### src/rtl/dibp_div.sv
// Pipelined restoring divider: one quotient bit per register stage, several lanes.
// Caller keeps dividend >> QW below the divisor. Uses nothing from the package.
module dibp_div #(
	parameter int LANES = 1,
	parameter int NW    = 2,
	parameter int DW    = 2,
	parameter int QW    = 2,
	parameter int SW    = 1
) (
	input  logic                        clk,
	input  logic                        arst_n,
	input  logic                        en,
	input  logic                        in_valid,
	input  logic [LANES-1:0][NW-1:0]    dividend,
	input  logic [LANES-1:0][DW-1:0]    divisor,
	input  logic [SW-1:0]               side_in,
	output logic                        out_valid,
	output logic [LANES-1:0][QW-1:0]    quotient,
	output logic [SW-1:0]               side_out
);

	// stage registers, stage k holds k quotient bits
	logic [QW:1]                   vld_s;
	logic [LANES-1:0][DW-1:0]      rem_s  [1:QW];
	logic [LANES-1:0][QW-1:0]      low_s  [1:QW];
	logic [LANES-1:0][QW-1:0]      quo_s  [1:QW];
	logic [LANES-1:0][DW-1:0]      dvs_s  [1:QW];
	logic [SW-1:0]                 side_s [1:QW];

	// inputs of each step
	logic [LANES-1:0][DW-1:0]      st_rem [0:QW-1];
	logic [LANES-1:0][QW-1:0]      st_low [0:QW-1];
	logic [LANES-1:0][QW-1:0]      st_quo [0:QW-1];
	logic [LANES-1:0][DW-1:0]      st_dvs [0:QW-1];
	logic [SW-1:0]                 st_side[0:QW-1];
	logic [LANES-1:0][DW:0]        trial  [0:QW-1];
	logic [LANES-1:0][DW:0]        shifted[0:QW-1];

	// gather step inputs: the first step reads the ports
	always_comb begin
		for (int l = 0; l < LANES; l++) begin
			st_rem[0][l] = DW'(dividend[l] >> QW);
			st_low[0][l] = dividend[l][QW-1:0];
			st_quo[0][l] = '0;
			st_dvs[0][l] = divisor[l];
		end
		st_side[0] = side_in;
		for (int k = 1; k < QW; k++) begin
			st_rem[k]  = rem_s[k];
			st_low[k]  = low_s[k];
			st_quo[k]  = quo_s[k];
			st_dvs[k]  = dvs_s[k];
			st_side[k] = side_s[k];
		end
		for (int k = 0; k < QW; k++) begin
			for (int l = 0; l < LANES; l++) begin
				shifted[k][l] = {st_rem[k][l], st_low[k][l][QW-1]};
				trial[k][l]   = shifted[k][l] - {1'b0, st_dvs[k][l]};
			end
		end
	end

	// valid bits
	always_ff @(posedge clk or negedge arst_n) begin
		if (!arst_n) begin
			vld_s <= '0;
		end else if (en) begin
			vld_s <= {vld_s[QW-1:1], in_valid};
		end
	end

	// one compare and subtract per stage
	always_ff @(posedge clk) begin
		if (en) begin
			for (int k = 0; k < QW; k++) begin
				for (int l = 0; l < LANES; l++) begin
					rem_s[k+1][l] <= trial[k][l][DW] ? shifted[k][l][DW-1:0]
					                                  : trial[k][l][DW-1:0];
					low_s[k+1][l] <= {st_low[k][l][QW-2:0], 1'b0};
					quo_s[k+1][l] <= {st_quo[k][l][QW-2:0], ~trial[k][l][DW]};
					dvs_s[k+1][l] <= st_dvs[k][l];
				end
				side_s[k+1] <= st_side[k];
			end
		end
	end

	assign out_valid = vld_s[QW];
	assign quotient  = quo_s[QW];
	assign side_out  = side_s[QW];

endmodule

### config.mk
export PLATFORM = sky130hd
export DESIGN_NAME = dibp_div
export DESIGN_NICKNAME = d
export VERILOG_FILES = /design/src/rtl/dibp_div.sv
export SDC_FILE = /design/constraint.sdc
export NUM_CORES = 1
export LEC_CHECK = 0
export BUFFER_PORTS_ARGS = -buffer_cell sky130_fd_sc_hd__buf_2
export CAP_MARGIN = 20
export CORE_AREA = 2 2 39 41
export CTS_BUF_LIST = sky130_fd_sc_hd__clkbuf_8 sky130_fd_sc_hd__clkbuf_16
export DETAILED_ROUTE_END_ITERATION = 8
export DIE_AREA = 0 0 41 43
export PLACE_DENSITY_LB_ADDON = 0.08
export REMOVE_ABC_BUFFERS = 1
export SLEW_MARGIN = 10
export SYNTH_ARGS = -nofsm -noshare
export SYNTH_HDL_FRONTEND = slang
export SYNTH_SLANG_ARGS = --single-unit
### constraint.sdc
create_clock -name clk -period 1.2 [get_ports clk]
set_input_delay 0.06 -clock clk [delete_from_list [all_inputs] [get_ports clk]]
set_output_delay 0.06 -clock clk [all_outputs]
set_load 0.005 [all_outputs]
==> report_table.html <==
<table>
<tr><th>Metric</th><th>Value</th></tr>
<tr><th colspan="2">Power</th></tr>
<tr><td>Leakage power</td><td>0.275 nW</td></tr>
<tr><td>Pwr/cell area</td><td>1530 mW/mm2</td></tr>
<tr><td>Peak supply drop</td><td>0.000667 V</td></tr>
<tr><th colspan="2">Clocking</th></tr>
<tr><td>Sinks on Clock Net</td><td>12</td></tr>
<tr><td>Post-cts repair resize count</td><td>0</td></tr>
<tr><td>TritonCTS clock tree</td><td>built</td></tr>
<tr><td>Number of buffers added for setup after CTS</td><td>0</td></tr>
<tr><td>Clock transition time at the flip-flop clock pins of the worst setup and hold paths</td><td>50 ps</td></tr>
<tr><td>H-tree level count</td><td>1</td></tr>
<tr><td>Maximum buffer depth of the clock tree</td><td>2</td></tr>
<tr><td>Root Driver</td><td>clkbuf_8</td></tr>
<tr><td>CTS buffer count</td><td>3</td></tr>
<tr><td>CTS Hold Bufs</td><td>2</td></tr>
<tr><td>Clock latency at the later pin of the worst-skew pair</td><td>230 ps</td></tr>
<tr><th colspan="2">Global routing</th></tr>
<tr><td>Total overflow reported by the global router</td><td>0</td></tr>
<tr><td>Vias in the first global route</td><td>296</td></tr>
<tr><td>Initial antenna violation count</td><td>0</td></tr>
<tr><td>First-pass GRT wire length</td><td>1.16 mm</td></tr>
<tr><td>Maximum number of pins on one net before global-route repair</td><td>13</td></tr>
<tr><td>Total GRT Usage</td><td>0.106</td></tr>
<tr><th colspan="2">Routing</th></tr>
<tr><td>Total number of vias</td><td>268</td></tr>
<tr><td>Iter 0 DRT Violations</td><td>4</td></tr>
<tr><td>Detailed-route DRC error count</td><td>0</td></tr>
<tr><td>Antenna-violating nets left</td><td>0</td></tr>
<tr><td>Detail-routed via count per cell</td><td>4.32</td></tr>
<tr><td>Routed len/inst</td><td>10.1 um</td></tr>
<tr><td>Post-detailed-routing wire length</td><td>628 um</td></tr>
<tr><td>Pre-antenna DRT Iters</td><td>2</td></tr>
<tr><th colspan="2">Synth</th></tr>
<tr><td>Xor and xnor area share after synthesis</td><td>0.0186</td></tr>
<tr><td>Dominant combinational cell family by area after synthesis</td><td>adder cells</td></tr>
<tr><td>Register area share after synthesis</td><td>0.743</td></tr>
<tr><td>Count of cell types in the netlist</td><td>11</td></tr>
<tr><td>Netlist area before placement</td><td>472 um2</td></tr>
<tr><td>Synth Area in Simple Gates</td><td>0.0504</td></tr>
<tr><td>Synth Register Bits</td><td>12</td></tr>
<tr><td>Post-synthesis compound-gate area fraction</td><td>0.0292</td></tr>
<tr><td>Yosys Warn Count</td><td>0</td></tr>
<tr><td>Number of instances in the synthesized netlist</td><td>27</td></tr>
<tr><td>Mean instance size in the synthesized netlist</td><td>17.5 um2</td></tr>
<tr><td>Mux contribution to synthesized area</td><td>0.0477</td></tr>
<tr><td>Adder-cell share of the synthesized area</td><td>0.0796</td></tr>
<tr><th colspan="2">Placed design</th></tr>
<tr><td>Final GP Congestion</td><td>0.656</td></tr>
<tr><td>Port Buffers</td><td>12</td></tr>
<tr><td>Detailed placement HPWL</td><td>483 um</td></tr>
<tr><th colspan="2">Critical path</th></tr>
<tr><td>Critical Path End Type</td><td>flip-flop</td></tr>
<tr><td>Worst reg-to-reg setup slack</td><td>80 ps</td></tr>
<tr><td>Data arrival time at the worst-slack endpoint</td><td>1100 ps</td></tr>
<tr><td>Kind of critical path</td><td>reg2reg</td></tr>
<tr><td>Startpoint Class</td><td>flip-flop</td></tr>
<tr><td>Critical register-to-register path startpoint</td><td>dvs_s[1][1]$_DFFE_PP_</td></tr>
<tr><td>Maximum net fanout on the critical path</td><td>1</td></tr>
<tr><td>Worst EP required</td><td>1180 ps</td></tr>
<tr><td>Worst r2r dst</td><td>quo_s[2][0]$_DFFE_PP_</td></tr>
<tr><td>Depth of the most critical reg-to-reg path</td><td>4</td></tr>
<tr><th colspan="2">Cells and area</th></tr>
<tr><td>Number of nets in the layout</td><td>59</td></tr>
<tr><td>Area added between synthesis and finish</td><td>32.9%</td></tr>
<tr><td>Leading cell types in the layout, fill and taps excluded</td><td>12 x buf_2, 10 x edfxtp_1, 5 x inv_1</td></tr>
<tr><td>Fin util</td><td>0.453</td></tr>
<tr><td>Most frequent standard cell in the layout excluding fill and tap cells</td><td>buf_2</td></tr>
<tr><td>Count of inserted antenna diode cells</td><td>0</td></tr>
<tr><td>Proportion of layout cells with a drive suffix above 1</td><td>0.370</td></tr>
<tr><th colspan="2">Worst hold path</th></tr>
<tr><td>Startpoint of the lowest-slack hold path</td><td>divisor[1]</td></tr>
<tr><td>Destination of the worst hold path</td><td>dvs_s[1][1]$_DFFE_PP_</td></tr>
<tr><td>Number of cells traversed by the worst hold path</td><td>1</td></tr>
<tr><td>Worst min-delay path category</td><td>in2reg</td></tr>
<tr><th colspan="2">STA</th></tr>
<tr><td>Worst Max-Slew Pin Slew</td><td>263 ps</td></tr>
<tr><td>Worst clock skew</td><td>0.289 ps</td></tr>
<tr><td>Worst slew margin relative to its limit</td><td>0.825</td></tr>
<tr><td>Max frequency</td><td>0.894 GHz</td></tr>
<tr><td>Final number of max-transition violations</td><td>0</td></tr>
<tr><td>TNS Setup</td><td>0 ps</td></tr>
<tr><td>Post-route minimum period</td><td>1120 ps</td></tr>
<tr><td>Endpoints failing setup</td><td>0</td></tr>
<tr><td>Hold Fails Final Rpt</td><td>0</td></tr>
<tr><td>Part of the cycle the worst path needs</td><td>0.933</td></tr>
<tr><td>Setup repair after global routing missed its margin</td><td>no</td></tr>
<tr><th colspan="2">Die</th></tr>
<tr><td>Ports placed on the boundary</td><td>13</td></tr>
<tr><td>Die width</td><td>41 um</td></tr>
<tr><td>Height of the die</td><td>43 um</td></tr>
<tr><td>Die area</td><td>0.00176 mm2</td></tr>
<tr><td>Core box area</td><td>0.00138 mm2</td></tr>
<tr><td>Site Rows</td><td>14</td></tr>
<tr><td>Initial standard-cell utilization of the core</td><td>0.341</td></tr>
<tr><th colspan="2">Job</th></tr>
<tr><td>Maximum Capacitance Violations</td><td>0</td></tr>
<tr><th colspan="2">Outcome</th></tr>
<tr><td>Result of the run</td><td>finished clean</td></tr>
</table>
[flip-flops by register name, indices dropped and copies added (netlist names)]
register,count
quo_s,3
low_s,1
vld_s,2
dvs_s,2
rem_s,2
side_s,2
[kinds of logic after synthesis]
family          count (synthesis)
flops                          12
buf+inv                         4
fa+ha+maj                       3
simple gates                    3
compound gates                  2
mux                             2
xor+xnor                        1
[stage by stage]
| step | std cells | hold slack (ps) | total power [mW] | area, um2 | worst slack [ps] |
|---|---|---|---|---|---|
| 6_report | 62 | 14.9 | 0.962 | 627 | 80.9 |
| 5_1_grt | 62 | 7.62 | 1.02 | 627 | 18.6 |
| 4_1_cts | 61 | 3.30 | 0.976 | 617 | 69.7 |
| 3_5_place_dp | 55 | -152 | 0.609 | 552 | 77.9 |
| 3_3_place_gp | 55 | -157 | 0.603 | 552 | 113 |
| 2_1_floorplan | 27 | -236 | 0.563 | 472 | 133 |
[synth_stat cells]
library cell | count | share of area
mux2_1 | 2 | 0.048
and2_1 | 1 | 0.013
edfxtp_1 | 10 | 0.64
dfrtp_1 | 2 | 0.11
ha_1 | 3 | 0.080
inv_1 | 4 | 0.032
nor2_1 | 1 | 0.0079
a21oi_2 | 1 | 0.019
a21oi_1 | 1 | 0.011
xnor2_1 | 1 | 0.019
nand2b_4 | 1 | 0.029
[per-layer routing]
metal	vias to the layer above	track usage	wire length (um)
met5	-	0	0
li1	133	-	-
met3	2	0.0471	43
met1	124	0.117	251
met4	0	0.0800	10
met2	9	0.150	322
[worst max-delay path, stage by stage, from the launching register on]
cell,delay [ps]
edfxtp_1,360
inv_1,60
ha_1,230
a21oi_2,140
xnor2_1,80
[worst max path at each step]
stage | depth (start not counted) | from | end
6_report | 4 | dvs_s[1][1]$_DFFE_PP_ | quo_s[2][0]$_DFFE_PP_
3_5_place_dp | 4 | dvs_s[1][1]$_DFFE_PP_ | quo_s[2][0]$_DFFE_PP_
3_3_place_gp | 3 | rem_s[1][0]$_DFFE_PP_ | quo_s[2][0]$_DFFE_PP_
2_1_floorplan | 3 | rem_s[1][0]$_DFFE_PP_ | quo_s[2][0]$_DFFE_PP_
5_1_grt | 4 | dvs_s[1][1]$_DFFE_PP_ | quo_s[2][0]$_DFFE_PP_
4_1_cts | 4 | dvs_s[1][1]$_DFFE_PP_ | quo_s[2][0]$_DFFE_PP_
[area by class of cell]
| cell class | instances | area, um2 |
|---|---|---|
| multi-input combinational | 11 | 106 |
| clock buffer | 3 | 41.3 |
| sequential | 12 | 350 |
| clock inverter | 1 | 3.75 |
| tap | 16 | 20.0 |
| timing repair buffer | 15 | 90.1 |
| fill | 126 | 757 |
| inverter | 4 | 15.0 |
[power by group]
| group | leakage (nW) | internal (mW) | switching (mW) |
|---|---|---|---|
| Combinational | 0.128 | 0.0531 | 0.0406 |
| Sequential | 0.121 | 0.500 | 0.0131 |
| Clock | 0.0269 | 0.224 | 0.131 |
| Total | 0.275 | 0.777 | 0.185 |
No activity file was read; power rests on OpenSTA's default activity.
